**src/rtl/rlh_pkg.sv**
```systemverilog
`timescale 1ns / 1ps
// Shared types, constants and helper functions of the RGB/luma histogram unit.
// No dependencies.
package rlh_pkg;

    localparam int CNT_W      = 24;
    localparam int BIN_N      = 256;
    localparam int BIN_W      = 8;
    localparam int CH_N       = 4;
    localparam int SWEEP_W    = 9;
    localparam int STRIDE_W   = 13;
    localparam int WIDTH_W    = 16;
    localparam int PHASE_W    = 12;
    localparam int CFG_IDX_W  = 1;
    localparam int CFG_DATA_W = 16;
    localparam int Q_DEPTH    = 4;
    localparam int Q_PTR_W    = 2;

    localparam logic [STRIDE_W-1:0] STRIDE_MAX = STRIDE_W'(4096);
    localparam logic [7:0]          CLIP_MUL   = 8'd200;
    localparam logic [CNT_W-1:0]    CNT_MAX    = {CNT_W{1'b1}};

    localparam logic [16:0] LUMA_R   = 17'd13933;
    localparam logic [16:0] LUMA_G   = 17'd46871;
    localparam logic [16:0] LUMA_B   = 17'd4732;
    localparam logic [24:0] LUMA_RND = 25'd32768;

    localparam logic [CFG_IDX_W-1:0] CFG_STRIDE = 1'b0;
    localparam logic [CFG_IDX_W-1:0] CFG_WIDTH  = 1'b1;

    localparam logic KIND_SUMMARY = 1'b0;
    localparam logic KIND_READ    = 1'b1;

    typedef enum logic [1:0] {
        FUNC_PIXEL = 2'd0,
        FUNC_READ  = 2'd1,
        FUNC_CLEAR = 2'd2,
        FUNC_NONE  = 2'd3
    } t_func;

    typedef enum logic [1:0] {
        OP_PIXEL = 2'd0,
        OP_READ  = 2'd1,
        OP_CLEAR = 2'd2
    } t_op;

    // channel order: red, green, blue, luma
    typedef struct packed {
        t_op                         op;
        logic                        keep;
        logic                        last;
        logic [CH_N-1:0][BIN_W-1:0]  addr;
    } t_cmd;

    typedef struct packed {
        logic init_busy;
    } t_stat;

    typedef struct packed {
        logic                        kind;
        logic [CH_N-1:0][CNT_W-1:0]  count;
        logic [CNT_W-1:0]            peak;
        logic                        shadow;
        logic                        highlight;
        logic [CNT_W-1:0]            samples;
    } t_result;

    function automatic logic [BIN_W-1:0] luma_of(input logic [7:0] r, input logic [7:0] g,
                                                 input logic [7:0] b);
        logic [24:0] s;
        logic [8:0]  y;
        s = 25'(LUMA_R) * 25'(r) + 25'(LUMA_G) * 25'(g) + 25'(LUMA_B) * 25'(b) + LUMA_RND;
        y = s[24:16];
        return (y > 9'd255) ? 8'd255 : y[7:0];
    endfunction

    function automatic logic [CNT_W-1:0] sat_inc(input logic [CNT_W-1:0] v);
        return (v == CNT_MAX) ? CNT_MAX : v + CNT_W'(1);
    endfunction

    function automatic logic [CNT_W-1:0] max2(input logic [CNT_W-1:0] a,
                                              input logic [CNT_W-1:0] b);
        return (a > b) ? a : b;
    endfunction

endpackage

```
**src/rtl/rlh_queue.sv**
```systemverilog
`timescale 1ns / 1ps
// Short command queue between front and back end.
// Depends on rlh_pkg.
module rlh_queue (
    input  logic          i_clk,
    input  logic          i_rst_n,
    input  logic          i_push,
    input  rlh_pkg::t_cmd i_cmd,
    input  logic          i_pop,
    output rlh_pkg::t_cmd o_cmd,
    output logic          o_full,
    output logic          o_empty
);
    import rlh_pkg::*;

    t_cmd               r_mem [Q_DEPTH];
    logic [Q_PTR_W-1:0] r_wr, r_rd;
    logic [Q_PTR_W:0]   r_fill;

    assign o_full  = (r_fill == (Q_PTR_W+1)'(Q_DEPTH));
    assign o_empty = (r_fill == '0);
    assign o_cmd   = r_mem[r_rd];

    always_ff @(posedge i_clk) begin
        if (i_push) begin
            r_mem[r_wr] <= i_cmd;
        end
    end

    always_ff @(posedge i_clk) begin
        if (!i_rst_n) begin
            r_wr   <= '0;
            r_rd   <= '0;
            r_fill <= '0;
        end else begin
            if (i_push) begin
                r_wr <= r_wr + 1'b1;
            end
            if (i_pop) begin
                r_rd <= r_rd + 1'b1;
            end
            r_fill <= r_fill + (Q_PTR_W+1)'(i_push) - (Q_PTR_W+1)'(i_pop);
        end
    end

endmodule

```
**config.mk**
```make
export PLATFORM = sky130hd
export DESIGN_NAME = rlh_queue
export DESIGN_NICKNAME = d
export VERILOG_FILES = /design/src/rtl/rlh_pkg.sv /design/src/rtl/rlh_queue.sv
export SDC_FILE = /design/constraint.sdc
export NUM_CORES = 1
export LEC_CHECK = 0
export BUFFER_PORTS_ARGS = -buffer_cell sky130_fd_sc_hd__buf_2
export CAP_MARGIN = 20
export CORE_ASPECT_RATIO = 0.5
export CORE_UTILIZATION = 30
export CTS_CLUSTER_SIZE = 24
export DETAILED_ROUTE_END_ITERATION = 6
export PLACE_DENSITY = 0.49
export SETUP_SLACK_MARGIN = 0.15
export SLEW_MARGIN = 20
export SYNTH_ARGS = -nofsm -noshare
export SYNTH_HDL_FRONTEND = slang
export SYNTH_SLANG_ARGS = --single-unit
```
**constraint.sdc**
```tcl
create_clock -name i_clk -period 5.2 [get_ports i_clk]
set_clock_uncertainty 0.1 [all_clocks]
set_input_delay 0.78 -clock i_clk [delete_from_list [all_inputs] [get_ports i_clk]]
set_output_delay 0.78 -clock i_clk [all_outputs]
set_load 0.01 [all_outputs]
```
Word level (Yosys, flattened, before mapping)

Memory sizes are Yosys's and may differ from the RTL's. A register that Yosys moved wholly into a read port is not among the register bits.
Cells that the tools add are included.
W data, S select, Z words.

Add/sub/neg operators: 4
Eq/ne operators: 1
Multiplexer cells: 4
Reduce and logical (&&, ||, !) cells: 1

Operators by type and width:

| operator              | count |
|---|---|
| $add A2 B1 Y2 const B | 2 |
| $mux W2               | 2 |
| $add A3 B1 Y3         | 1 |
| $eq A3 B3 Y1 const B  | 1 |
| $logic_not A3 Y1      | 1 |
| $sub A3 B1 Y3         | 1 |
| $mux W1               | 2 |

Flip-flop bits (word level): 7
Bits in writable memories: 144
Input bits: 40
Output and inout port bits: 38
Word-level logic and storage cells: 14
Memories: 1

Memories:

| memory | depth | bits a word | read ports | clocked after Yosys merged registers in | write ports | RTL line        | text |
|---|---|---|---|---|---|---|---|
| r_mem  | 4     | 36          | 1          | 1                                       | 1           | rlh_queue.sv:16 | `t_cmd r_mem [Q_DEPTH];` |

Longest topological paths before layout

Word-level depth: 3
Depth in mapped cells: 7
Depth with buffers taken out: 7

Worst setup path after synthesis

No wires, ideal clock.

Path type: input to register
Start point: input i_pop
End point: register r_fill[2]
Library setup time: 0.117 ns
Arrival time: 1.984 ns
Data required time: 4.983 ns
Slack: 2.999 ns
Cell stages on the path: 6
Buffers on the path: 0
Path through: ha_1 > inv_1 > ha_1 > fa_1 > xor3_1 > nor2_1

Longest elaborated chain between the ends: 1

RTL lines:

| item                   | RTL line        | text |
|---|---|---|
| start: declaration     | rlh_queue.sv:9  | `input logic i_pop,` |
| $sub A3 B1 Y3          | rlh_queue.sv:42 | `r_fill <= r_fill + (Q_PTR_W+1)'(i_push) - (Q_PTR_W+1)'(i_pop);` |
| end signal: assignment | rlh_queue.sv:42 |  |
| end: declaration       | rlh_queue.sv:18 | `logic [Q_PTR_W:0] r_fill;` |

No other way between the ends.
A chain may end at the register's enable or synchronous reset.

==> out/results.ini <==
[power]
intPower_w = 0.002208
p_sw_w = 0.0006565
cellLeakagePower_nw = 2.350
seqPwrFrac_pct = 50.6
power_density_nw_per_um2 = 415.3
p_comb_share_pct = 8.9
p_clk_share_pct = 40.5
sw_frac_of_total_pct = 22.92
ir_drop_mv = 0.2577

[global_route]
grt_pass1_wl_mm = 15.74
track_usage_pct = 11.09
grt_overflow_total = 0
grt_pass1_vias = 2821
antenna_found_initial = 2
grt_max_degree = 37

[floorplanning]
dieWidth_um = 196.8
placeableCoreArea_um2 = 18480
die_h_um = 99.40
rows = 35
die-area_um2 = 19560
io_pins = 78
initial_utilization_pct = 30.80

[setup_path]
path_delay_family = flip-flops
ff2ff_setup_slack_ns = 3.28
worstSetupEndpointType = primary output
cp_max_fo = 19
critical_path_required_ns = 4.32
start_kind = flop
reg2reg_from = r_wr[0]
critPathKind = flop to primary output
critPathSlowestCell = dfxtp_2
r2r_end = r_mem[1][25]
crit_buf_inv = 2
rr_worst_depth = 2
cp.arrival_ns = 2.41
cp_cell_sequence = buf_4, mux4_1, buf_2
max_stage_delay_ns = 0.74

[logic_synthesis]
synthCells = 231
yosys_register_bits = 153
synth_fa_ha_area_share_pct = 1.671
synth_compound_area_share_pct = 0.2638
yosysSeqAreaShare_pct = 79.14
yosysWarningCount = 0
synth_cell_types = 21
syn-cell-area_um2 = 5692
synth_nets = 278
avgSynthCellArea_um2 = 24.64
synth_top_family_by_area = multiplexers
synthSimpleGateAreaFrac_pct = 1.319
synthMuxAreaShare_pct = 14.82
synth-xor-area-share_pct = 0.7254

[clocking]
cts_setup_buffers = 0
cts-htree-levels = 4
clock_sinks = 153
clockRootBuffer = clkbuf_16
cts_hold_buf = 0
cts.clk_slew.worst_paths_ns = 0.07
cts_tree = done
worst_skew_pair.late_latency_ns = 0.41
ctsResizeCount = 0
cts_buffers = 17
clk_path_buf_depth = 2

[routing]
initialDrtViolationCount = 129
drc = 0
wl_mm = 10.12
wl_per_cell_um = 17.06
ant_nets = 0
viasPerCell = 4.260
routed-via-count = 2526
drtPass1Iterations = 4

[timing]
fin_crit_sh_pct = 63.31
worst_pin_slew_ns = 1.033
finalSetupViolations = 0
fmax_mhz = 303.7
rsz0062_at_grt = false
final.setup.tns_ns = 0
timing.final.max_slew_violations = 0
min_period_ns = 3.292
finalHoldViolations = 0
slew_headroom_pct = 31.11

[hold_path]
whs_path_depth = 2
hold_path_class = flop to flop
holdCritStartpoint = r_rd[0]

[placed_design]
dp.cells = 560
dp_hpwl_mm = 6.162
portBuffers = 77
gp_congestion = 0.6443

[run]
max_cap_violations = 0

[layout]
nFillCells = 1707
final_util_pct = 37.33
syn_to_final_growth_pct = 21.19
fin_nets = 367
drive_above_1_share_pct = 44.14
fin_cells = 593

[run_status]
outcome = finished, final reports clean

==> synth_stat cells <==
master	number	area, um2
nand3b_1	1	7.510
edfxtp_1	144	4324
dfxtp_1	9	180.2
a21oi_1	1	5.000
inv_1	7	26.28
and3_1	1	6.260
buf_6	1	11.26
buf_12	3	60.06
mux2i_1	1	10.01
and2_1	6	37.54
nor3_1	1	5.000
fa_1	1	20.02
a21bo_2	1	10.01
xor3_1	1	23.77
mux4_1	6	157.7
xnor2_1	2	17.52
clkbuf_2	1	5.000
mux4_2	30	675.7
nor2_1	5	18.77
buf_2	3	15.01
ha_1	6	75.07
==> per-stage QoR <==
| stage | area (um2) | total power, W | hold slack (ns) | worst slack [ns] |
|---|---|---|---|---|
| 3_3_place_gp | 6325 | 0.001727 | 0.4065 | 2.273 |
| 5_1_grt | 6895 | 0.002985 | 0.4661 | 1.694 |
| 6_report | 6898 | 0.002865 | 0.4525 | 1.908 |
| 2_1_floorplan | 5692 | 0.001635 | 0.3993 | 2.999 |
| 3_5_place_dp | 6325 | 0.001744 | 0.4412 | 2.254 |
| 4_1_cts | 6895 | 0.002907 | 0.4514 | 1.807 |
==> final cells by class <==
| class | count | area [um2] | area share, % |
|---|---|---|---|
| Multi-Input combinational cell | 63 | 1075 | 15.58 |
| Timing Repair Buffer | 78 | 392.9 | 5.696 |
| Sequential cell | 153 | 4507 | 65.34 |
| Antenna cell | 1 | 2.502 | 0.03628 |
| Inverter | 7 | 26.28 | 0.3809 |
| Clock inverter | 13 | 106.4 | 1.542 |
| Clock buffer | 19 | 464.2 | 6.730 |
| Tap cell | 259 | 324.1 | 4.698 |
==> worst max-delay path by stage <==
stage           endpoint  cells after the start
3_5_place_dp   o_cmd[33]                      3
2_1_floorplan  r_fill[2]                      6
3_3_place_gp    o_cmd[1]                      3
6_report       o_cmd[33]                      3
4_1_cts        o_cmd[33]                      3
5_1_grt        o_cmd[34]                      3
==> routing by layer <==
metal / vias up / share of wire, % / track usage, %
li1: 1145 / - / -
met1: 1328 / 39 / 12.39
met2: 40 / 55 / 19.82
met3: 11 / 5.0 / 3.628
met4: 2 / 0.87 / 4.293
met5: - / 0.099 / 0
==> placed cells by master, fill, tap and decap left out <==
cell type	n
and3_1	1
buf_4	1
clkinv_4	4
clkbuf_8	1
inv_8	2
inv_1	7
clkinvlp_4	1
and2_2	4
diode_2	1
clkinv_2	1
inv_6	2
dfxtp_1	7
clkbuf_16	18
mux4_1	6
ha_1	6
inv_4	3
mux2i_1	1
nor2_1	5
xor3_1	1
and2_1	2
mux4_2	30
fa_1	1
edfxtp_1	144
xnor2_1	2
a21oi_1	1
nor3_1	1
buf_2	77
dfxtp_2	2
nand3b_1	1
a21bo_2	1
==> worst register-to-register path, stage by stage, from the launching register on <==
cell and delay, ns:
dfxtp_1 0.41, ha_1 0.17, and2_2 0.83
==> power by group through the flow <==
stage          Combinational [W]  Clock (W)  Sequential (W)
6_report                0.000256    0.00116         0.00145
5_1_grt                 0.000282    0.00125         0.00146
4_1_cts                 0.000266    0.00119         0.00145
3_5_place_dp            0.000265          0         0.00148
3_3_place_gp            0.000254          0         0.00147
2_1_floorplan           0.000180          0         0.00146
==> flip-flops by register name (all words and copies together) (netlist names), named ones only <==
register	cells
r_rd	2
r_fill	3
r_mem	144
r_wr	2
==> cell families after synthesis <==
| kind of cell | count (synthesis) |
|---|---|
| DFF | 153 |
| muxes | 37 |
| buffers and inverters | 15 |
| and+or+nand+nor | 14 |
| adders and majority gates | 7 |
| xor gates and xnor gates | 3 |
| AOI/OAI and AO/OA | 2 |
(Power assumes the default switching activity.)
