<file path="src/rtl/rlh_pkg.sv">
`timescale 1ns / 1ps
// Shared types, constants and helper functions of the RGB/luma histogram unit.
// No dependencies.
package rlh_pkg;

    localparam int CNT_W      = 24;
    localparam int BIN_N      = 256;
    localparam int BIN_W      = 8;
    localparam int CH_N       = 4;
    localparam int SWEEP_W    = 9;
    localparam int STRIDE_W   = 13;
    localparam int WIDTH_W    = 16;
    localparam int PHASE_W    = 12;
    localparam int CFG_IDX_W  = 1;
    localparam int CFG_DATA_W = 16;
    localparam int Q_DEPTH    = 4;
    localparam int Q_PTR_W    = 2;

    localparam logic [STRIDE_W-1:0] STRIDE_MAX = STRIDE_W'(4096);
    localparam logic [7:0]          CLIP_MUL   = 8'd200;
    localparam logic [CNT_W-1:0]    CNT_MAX    = {CNT_W{1'b1}};

    localparam logic [16:0] LUMA_R   = 17'd13933;
    localparam logic [16:0] LUMA_G   = 17'd46871;
    localparam logic [16:0] LUMA_B   = 17'd4732;
    localparam logic [24:0] LUMA_RND = 25'd32768;

    localparam logic [CFG_IDX_W-1:0] CFG_STRIDE = 1'b0;
    localparam logic [CFG_IDX_W-1:0] CFG_WIDTH  = 1'b1;

    localparam logic KIND_SUMMARY = 1'b0;
    localparam logic KIND_READ    = 1'b1;

    typedef enum logic [1:0] {
        FUNC_PIXEL = 2'd0,
        FUNC_READ  = 2'd1,
        FUNC_CLEAR = 2'd2,
        FUNC_NONE  = 2'd3
    } t_func;

    typedef enum logic [1:0] {
        OP_PIXEL = 2'd0,
        OP_READ  = 2'd1,
        OP_CLEAR = 2'd2
    } t_op;

    // channel order: red, green, blue, luma
    typedef struct packed {
        t_op                         op;
        logic                        keep;
        logic                        last;
        logic [CH_N-1:0][BIN_W-1:0]  addr;
    } t_cmd;

    typedef struct packed {
        logic init_busy;
    } t_stat;

    typedef struct packed {
        logic                        kind;
        logic [CH_N-1:0][CNT_W-1:0]  count;
        logic [CNT_W-1:0]            peak;
        logic                        shadow;
        logic                        highlight;
        logic [CNT_W-1:0]            samples;
    } t_result;

    function automatic logic [BIN_W-1:0] luma_of(input logic [7:0] r, input logic [7:0] g,
                                                 input logic [7:0] b);
        logic [24:0] s;
        logic [8:0]  y;
        s = 25'(LUMA_R) * 25'(r) + 25'(LUMA_G) * 25'(g) + 25'(LUMA_B) * 25'(b) + LUMA_RND;
        y = s[24:16];
        return (y > 9'd255) ? 8'd255 : y[7:0];
    endfunction

    function automatic logic [CNT_W-1:0] sat_inc(input logic [CNT_W-1:0] v);
        return (v == CNT_MAX) ? CNT_MAX : v + CNT_W'(1);
    endfunction

    function automatic logic [CNT_W-1:0] max2(input logic [CNT_W-1:0] a,
                                              input logic [CNT_W-1:0] b);
        return (a > b) ? a : b;
    endfunction

endpackage

</file>
<file path="src/rtl/rlh_front.sv">
`timescale 1ns / 1ps
// Front end: takes requests, tracks raster position and sampling phase,
// computes luma and queues work for the back end. Depends on rlh_pkg.
module rlh_front (
    input  logic                          i_clk,
    input  logic                          i_rst_n,
    input  logic                          i_valid,
    output logic                          o_stall,
    input  logic [1:0]                    i_func,
    input  logic [7:0]                    i_red,
    input  logic [7:0]                    i_green,
    input  logic [7:0]                    i_blue,
    input  logic                          i_last_pixel,
    input  logic [7:0]                    i_bin_index,
    input  logic                          i_cfg_we,
    input  logic [rlh_pkg::CFG_IDX_W-1:0] i_cfg_index,
    input  logic [rlh_pkg::CFG_DATA_W-1:0] i_cfg_data,
    input  logic                          i_q_full,
    input  rlh_pkg::t_stat                i_stat,
    output logic                          o_push,
    output rlh_pkg::t_cmd                 o_cmd
);
    import rlh_pkg::*;

    logic [STRIDE_W-1:0] r_stride;
    logic [WIDTH_W-1:0]  r_width;
    logic [WIDTH_W-1:0]  r_col_pos, n_col_pos;
    logic [PHASE_W-1:0]  r_col_ph, n_col_ph;
    logic [PHASE_W-1:0]  r_row_ph, n_row_ph;

    logic [STRIDE_W-1:0] eff_s;
    logic [WIDTH_W-1:0]  eff_w;
    logic                accept, keep;
    t_func               func;

    assign func    = t_func'(i_func);
    assign o_stall = i_q_full || i_stat.init_busy;
    assign accept  = i_valid && !o_stall;
    assign keep    = (r_col_ph == '0) && (r_row_ph == '0);

    always_comb begin
        eff_s = r_stride;
        if (r_stride == '0) begin
            eff_s = STRIDE_W'(1);
        end else if (r_stride > STRIDE_MAX) begin
            eff_s = STRIDE_MAX;
        end
        eff_w = (r_width == '0) ? WIDTH_W'(1) : r_width;
    end

    always_comb begin
        n_col_pos = r_col_pos;
        n_col_ph  = r_col_ph;
        n_row_ph  = r_row_ph;
        if (accept && func == FUNC_PIXEL) begin
            if ({1'b0, r_col_pos} + 17'd1 >= {1'b0, eff_w}) begin
                n_col_pos = '0;
                n_col_ph  = '0;
                n_row_ph  = ({1'b0, r_row_ph} + 13'd1 >= eff_s) ? '0 : r_row_ph + 1'b1;
            end else begin
                n_col_pos = r_col_pos + 1'b1;
                n_col_ph  = ({1'b0, r_col_ph} + 13'd1 >= eff_s) ? '0 : r_col_ph + 1'b1;
            end
            if (i_last_pixel) begin
                n_col_pos = '0;
                n_col_ph  = '0;
                n_row_ph  = '0;
            end
        end else if (accept && func == FUNC_CLEAR) begin
            n_col_pos = '0;
            n_col_ph  = '0;
            n_row_ph  = '0;
        end
    end

    always_comb begin
        o_cmd.keep = keep;
        o_cmd.last = i_last_pixel;
        o_push     = 1'b0;
        o_cmd.op   = OP_PIXEL;
        o_cmd.addr = {luma_of(i_red, i_green, i_blue), i_blue, i_green, i_red};
        case (func)
            FUNC_PIXEL: begin
                o_push = accept && (keep || i_last_pixel);
            end
            FUNC_READ: begin
                o_push     = accept;
                o_cmd.op   = OP_READ;
                o_cmd.addr = {CH_N{i_bin_index}};
            end
            FUNC_CLEAR: begin
                o_push   = accept;
                o_cmd.op = OP_CLEAR;
            end
            default: begin
                o_push = 1'b0;
            end
        endcase
    end

    always_ff @(posedge i_clk) begin
        if (!i_rst_n) begin
            r_stride  <= STRIDE_W'(1);
            r_width   <= WIDTH_W'(1);
            r_col_pos <= '0;
            r_col_ph  <= '0;
            r_row_ph  <= '0;
        end else begin
            r_col_pos <= n_col_pos;
            r_col_ph  <= n_col_ph;
            r_row_ph  <= n_row_ph;
            if (i_cfg_we && i_cfg_index == CFG_STRIDE) begin
                r_stride <= i_cfg_data[STRIDE_W-1:0];
            end
            if (i_cfg_we && i_cfg_index == CFG_WIDTH) begin
                r_width <= i_cfg_data[WIDTH_W-1:0];
            end
        end
    end

endmodule

</file>
<file path="config.mk">
export PLATFORM = sky130hd
export DESIGN_NAME = rlh_front
export DESIGN_NICKNAME = d
export VERILOG_FILES = /design/src/rtl/rlh_pkg.sv /design/src/rtl/rlh_front.sv
export SDC_FILE = /design/constraint.sdc
export NUM_CORES = 1
export LEC_CHECK = 0
export BUFFER_PORTS_ARGS = -buffer_cell sky130_fd_sc_hd__buf_4
export CAP_MARGIN = 40
export CORE_MARGIN = 4
export CORE_UTILIZATION = 40
export DETAILED_ROUTE_END_ITERATION = 12
export PLACE_DENSITY = 0.63
export SYNTH_ARGS = -nofsm -noshare
export SYNTH_HDL_FRONTEND = slang
export SYNTH_SLANG_ARGS = --single-unit
</file>
<file path="constraint.sdc">
create_clock -name i_clk -period 29 [get_ports i_clk]
set_input_delay 2.9 -clock i_clk [delete_from_list [all_inputs] [get_ports i_clk]]
set_output_delay 2.9 -clock i_clk [all_outputs]
set_load 0.02 [all_outputs]
</file>
# Yosys cells after proc, flatten, opt, wreduce, memory -nomap -nowiden
# Cells that the tools add are included.
# word_totals
input_bits,58
reg_bits,69
# op_classes
n_bitwise,1
mux,20
reduce_logical,18
eq_ne,3
addsub,9
mul,3
n_lt_le_gt_ge,5
# op_table
cell,n
$mux 12,9
$mux 16,5
$mux 32,1
$add 12x1->13 const B,2
$ge 13x13->1,2
$mux 13,2
$add 22x24->25,1
$add 25x16->25 const B,1
$add 25x21->25,1
$add 12x1->12 const B,2
$logic_not 12->1,2
$mul 16x8->24 const A,1
$mul 14x8->22 const A,1
$mul 11x8->19 const A,1
$add 16x1->17 const B,1
$ge 17x16->1,1
$add 16x1->16 const B,1
$logic_not 16->1,1
$gt 13x13->1 const B,1
$logic_not 13->1,1
$gt 9x8->1 const B,1
$mux 8,1
$logic_and 1x1->1,7
$pmux 2 s2,1
other kinds (11),12

# Logic depth before layout (Yosys ltp)
# depth
depth_word,8
depth_mapped,33
ltp_nobuf,33

# Worst setup path before layout
# Ideal clock, no wire load.
# synth_timing
path_type,input to output
from,in i_blue[2]
to,out o_cmd[31] in the netlist's numbering
n_path_buf,0
path_slack_ns,15.686
cell_stages,33
required_time_ns,26.100
arrival_time_ns,10.414
cell_sequence,inv_1 > fa_1 > inv_1 > ha_1 > inv_1 > fa_1 > fa_1 > inv_1 > ha_1 > inv_1 > o21bai_1 > a21oi_1 > o21ai_0 > a21oi_1 > xnor2_1 > ha_1 > inv_1 > fa_1 > inv_1 > fa_1 > inv_1 > fa_1 > fa_1 > inv_1 > ha_1 > a211oi_1 > o21bai_1 > nor2_1 > nand3_1 > a31oi_1 > o21bai_1 > mux2i_1 > o21ai_0
# synth_lines
item,line_no,text
"start, declared",rlh_front.sv:12,"input logic [7:0] i_blue,"
"end, declared",rlh_front.sv:21,output rlh_pkg::t_cmd o_cmd

==> results.sh <==
export IMPL_outcome="complete, no violations"
export IMPL_crit_family="adder cells"
export IMPL_synth_distinct_cells=60
export IMPL_fmax_ghz=0.0703
export IMPL_hold_end="r_width[12]$_SDFFE_PN0P_"
export IMPL_synth_area_mm2=0.0113
export IMPL_syn_instance_count=1269
export IMPL_tns_ns=0
export IMPL_drive_above_1_share_pct=10.2
export IMPL_r2r_end="r_row_ph[3]$_SDFFE_PN0P_"
export IMPL_critPathKind="in2out"
export IMPL_path_max_fanout=7
export IMPL_slew_viol_final=0
export IMPL_cp_required_ns=26.10
export IMPL_yosys_warnings=0
export IMPL_cp_num_buf_inv=11
export IMPL_grt_pass1_vias=9131
export IMPL_cts_tree="built"
export IMPL_whs_path_depth=2
export IMPL_path_clk_slew_ns=0.05
export IMPL_core_area_mm2=0.0278
export IMPL_syn_to_final_growth_pct=12.1
export IMPL_ff2ff_path_depth=14
export IMPL_rsz0062_at_grt="no"
export IMPL_syn_area_per_cell_um2=8.89
export IMPL_postCtsSetupBuffers=0
export IMPL_setup_violations=0
export IMPL_register_area_mm2=0.00138
export IMPL_dp_hpwl_um=23700
export IMPL_top_usage_layer="met2"
export IMPL_cp_startpoint="i_blue[2]"
export IMPL_initial_core_util_pct=40.6
export IMPL_synth_edff_count=0
export IMPL_rr_startpoint="r_col_pos[0]$_SDFFE_PN0P_"
export IMPL_multiInputGateArea_mm2=0.00869
export IMPL_n_fill_cell=2742
export IMPL_cap_violations=0
export IMPL_pin_count=96
export IMPL_period_share_pct=49.1
export IMPL_synthTopCellsByArea="fa_1, ha_1, dfxtp_1"
export IMPL_numClockSinks=69
export IMPL_ant_nets=0
export IMPL_arrival_ns=11.33
export IMPL_synthArstFlopShare_pct=0
export IMPL_synth_top_cell_by_area="fa_1"
export IMPL_max_stage_delay_ns=0.55
export IMPL_numCtsBuffers=9
export IMPL_drtPass1Iterations=4
export IMPL_drtIter0Drc=305
export IMPL_use_met1_pct=23.9
export IMPL_finClkSkew_ns=0.00832
export IMPL_holdBufCountCts=0
export IMPL_r2r_slack_ns=24.79
export IMPL_antenna_found_initial=0
export IMPL_final_cell_mix="inv_1, ha_1, fa_1"
export IMPL_max_slew_margin_pct=48.8
export IMPL_port_buffers=95
export IMPL_min_period_ns=14.23
export IMPL_ys_seq_elements=69
export IMPL_cts_resized=0
export IMPL_hp_class="reg2reg"
export IMPL_synth_top_area_share_pct=24.3
export IMPL_tightest_slew_ns=0.766
export IMPL_hold_viol_final=0
export IMPL_cp_slowest_cell="fa_1"
export IMPL_worst_setup_path_end_kind="primary output"
export IMPL_gp_congestion=0.906
export IMPL_min_from="r_width[12]$_SDFFE_PN0P_"
export IMPL_overflow=0
export IMPL_use_met3_pct=2.16
export IMPL_final_nets=1746
export IMPL_fp_dieH_um=176
export IMPL_grt_max_degree=51
export IMPL_vias=8665
export IMPL_placementRows=61
export IMPL_totalWireLength_um=27200
export IMPL_seq_area_frac_synth_pct=12.2
export IMPL_insertion_delay_ns=0.33
export IMPL_root_buffer="clkbuf_16"
export IMPL_clockBufferDepth=2
export IMPL_use_met2_pct=31.4
export IMPL_drc=0
export IMPL_layout_commonest_cell="inv_1"
export IMPL_wl_per_cell_um=15.7
export IMPL_synth_ff_type="dfxtp_1"
export IMPL_h_tree_depth=3
export IMPL_viasPerCell=5.01
export IMPL_grt_usage_pct=18.2
export IMPL_crit_top_cell="inv_1"
export IMPL_dieArea_mm2=0.0310
export IMPL_die_w_um=176
export IMPL_grt_pass1_wl_um=45700
export IMPL_startpoint_type="input port"
export IMPL_synthesis_nets=1668
[flip-flops by register name (all words and copies together) (netlist names)]
name       flops
r_col_ph      12
r_col_pos     16
r_row_ph      12
r_stride      13
r_width       16
[per-stage QoR]
stage,cell area [um^2],util [%],std cells,setup slack (ns),hold WS (ns)
after global placement,12300,44.4,1712,14.99,0.460
after CTS,12600,45.5,1729,14.74,0.482
after floorplan,11300,-,1269,15.69,0.441
after detailed placement,12300,44.4,1714,14.79,0.474
after global routing,12600,45.5,1729,14.15,0.512
final,12600,45.5,1730,14.77,0.479
[how the worst max path moves through the flow]
stage	cells after the start	end	slack [ns]
2_1_floorplan	33	o_cmd[31]	15.69
3_3_place_gp	35	o_cmd[29]	14.99
3_5_place_dp	35	o_cmd[27]	14.79
4_1_cts	35	o_cmd[27]	14.74
5_1_grt	35	o_cmd[26]	14.15
6_report	35	o_cmd[27]	14.77
[cell usage after synthesis (4+ instances only)]
library cell,instances
inv_1,283
ha_1,204
fa_1,137
nand2_1,114
dfxtp_1,69
o21ai_0,56
a21boi_0,29
a21oi_1,29
xnor2_1,29
xor2_1,27
nand3_1,25
nor2_1,24
clkbuf_1,21
a211oi_1,16
a21o_1,15
and3_1,14
nand4_1,14
nand4b_1,12
nor3_1,12
nor4_1,11
a21boi_1,10
nor2b_1,9
a31oi_1,8
o21bai_1,7
o22a_1,7
a22o_2,6
or2_2,6
a22oi_1,5
buf_4,5
nand2b_1,5
a41oi_1,4
and2_1,4
[cell families (layout without fill, tap and decap cells)]
| kind of cell | count (synthesis) | in the layout | share of synthesized area, % |
|---|---|---|---|
| fa+ha+maj | 341 | 341 | 46.9 |
| buf+inv | 315 | 397 | 10.7 |
| simple gates | 266 | 266 | 12.1 |
| compound gates | 219 | 219 | 13.4 |
| flops | 69 | 69 | 12.2 |
| xor+xnor | 56 | 56 | 4.35 |
| mux | 3 | 3 | 0.266 |
| other cells | 0 | 1 | 0 |
[worst register-to-register path, delay by kind of cell (launching register included)]
family                   cells  cell delay (ns)
AO/OA/AOI/OAI                4             1.09
adder cells (fa/ha/maj)      2             0.59
flip-flops                   1             0.43
AND/OR/NAND/NOR              7             1.84
XOR/XNOR                     1             0.19
[metal layers]
| layer | share of wire [%] | vias up | wire (um) |
|---|---|---|---|
| met5 | 0 | - | 0 |
| met2 | 49 | 141 | 13300 |
| met1 | 45 | 4179 | 12200 |
| met3 | 3.5 | 33 | 943 |
| li1 | - | 4312 | - |
| met4 | 3.0 | 0 | 804 |
[final cells by class]
type | instances | share of cell area [%]
multi-input cells | 885 | 68.7
inverters | 284 | 8.43
flip-flops and latches | 69 | 10.9
clock buffers | 11 | 2.00
repair buffers | 98 | 5.82
diodes | 1 | 0.0198
clock inverters | 4 | 0.376
well taps | 378 | 3.74
Power is left out: the tool's default activity adds up to more than one toggle a clock period on the data nets, which glitch-free logic cannot reach.
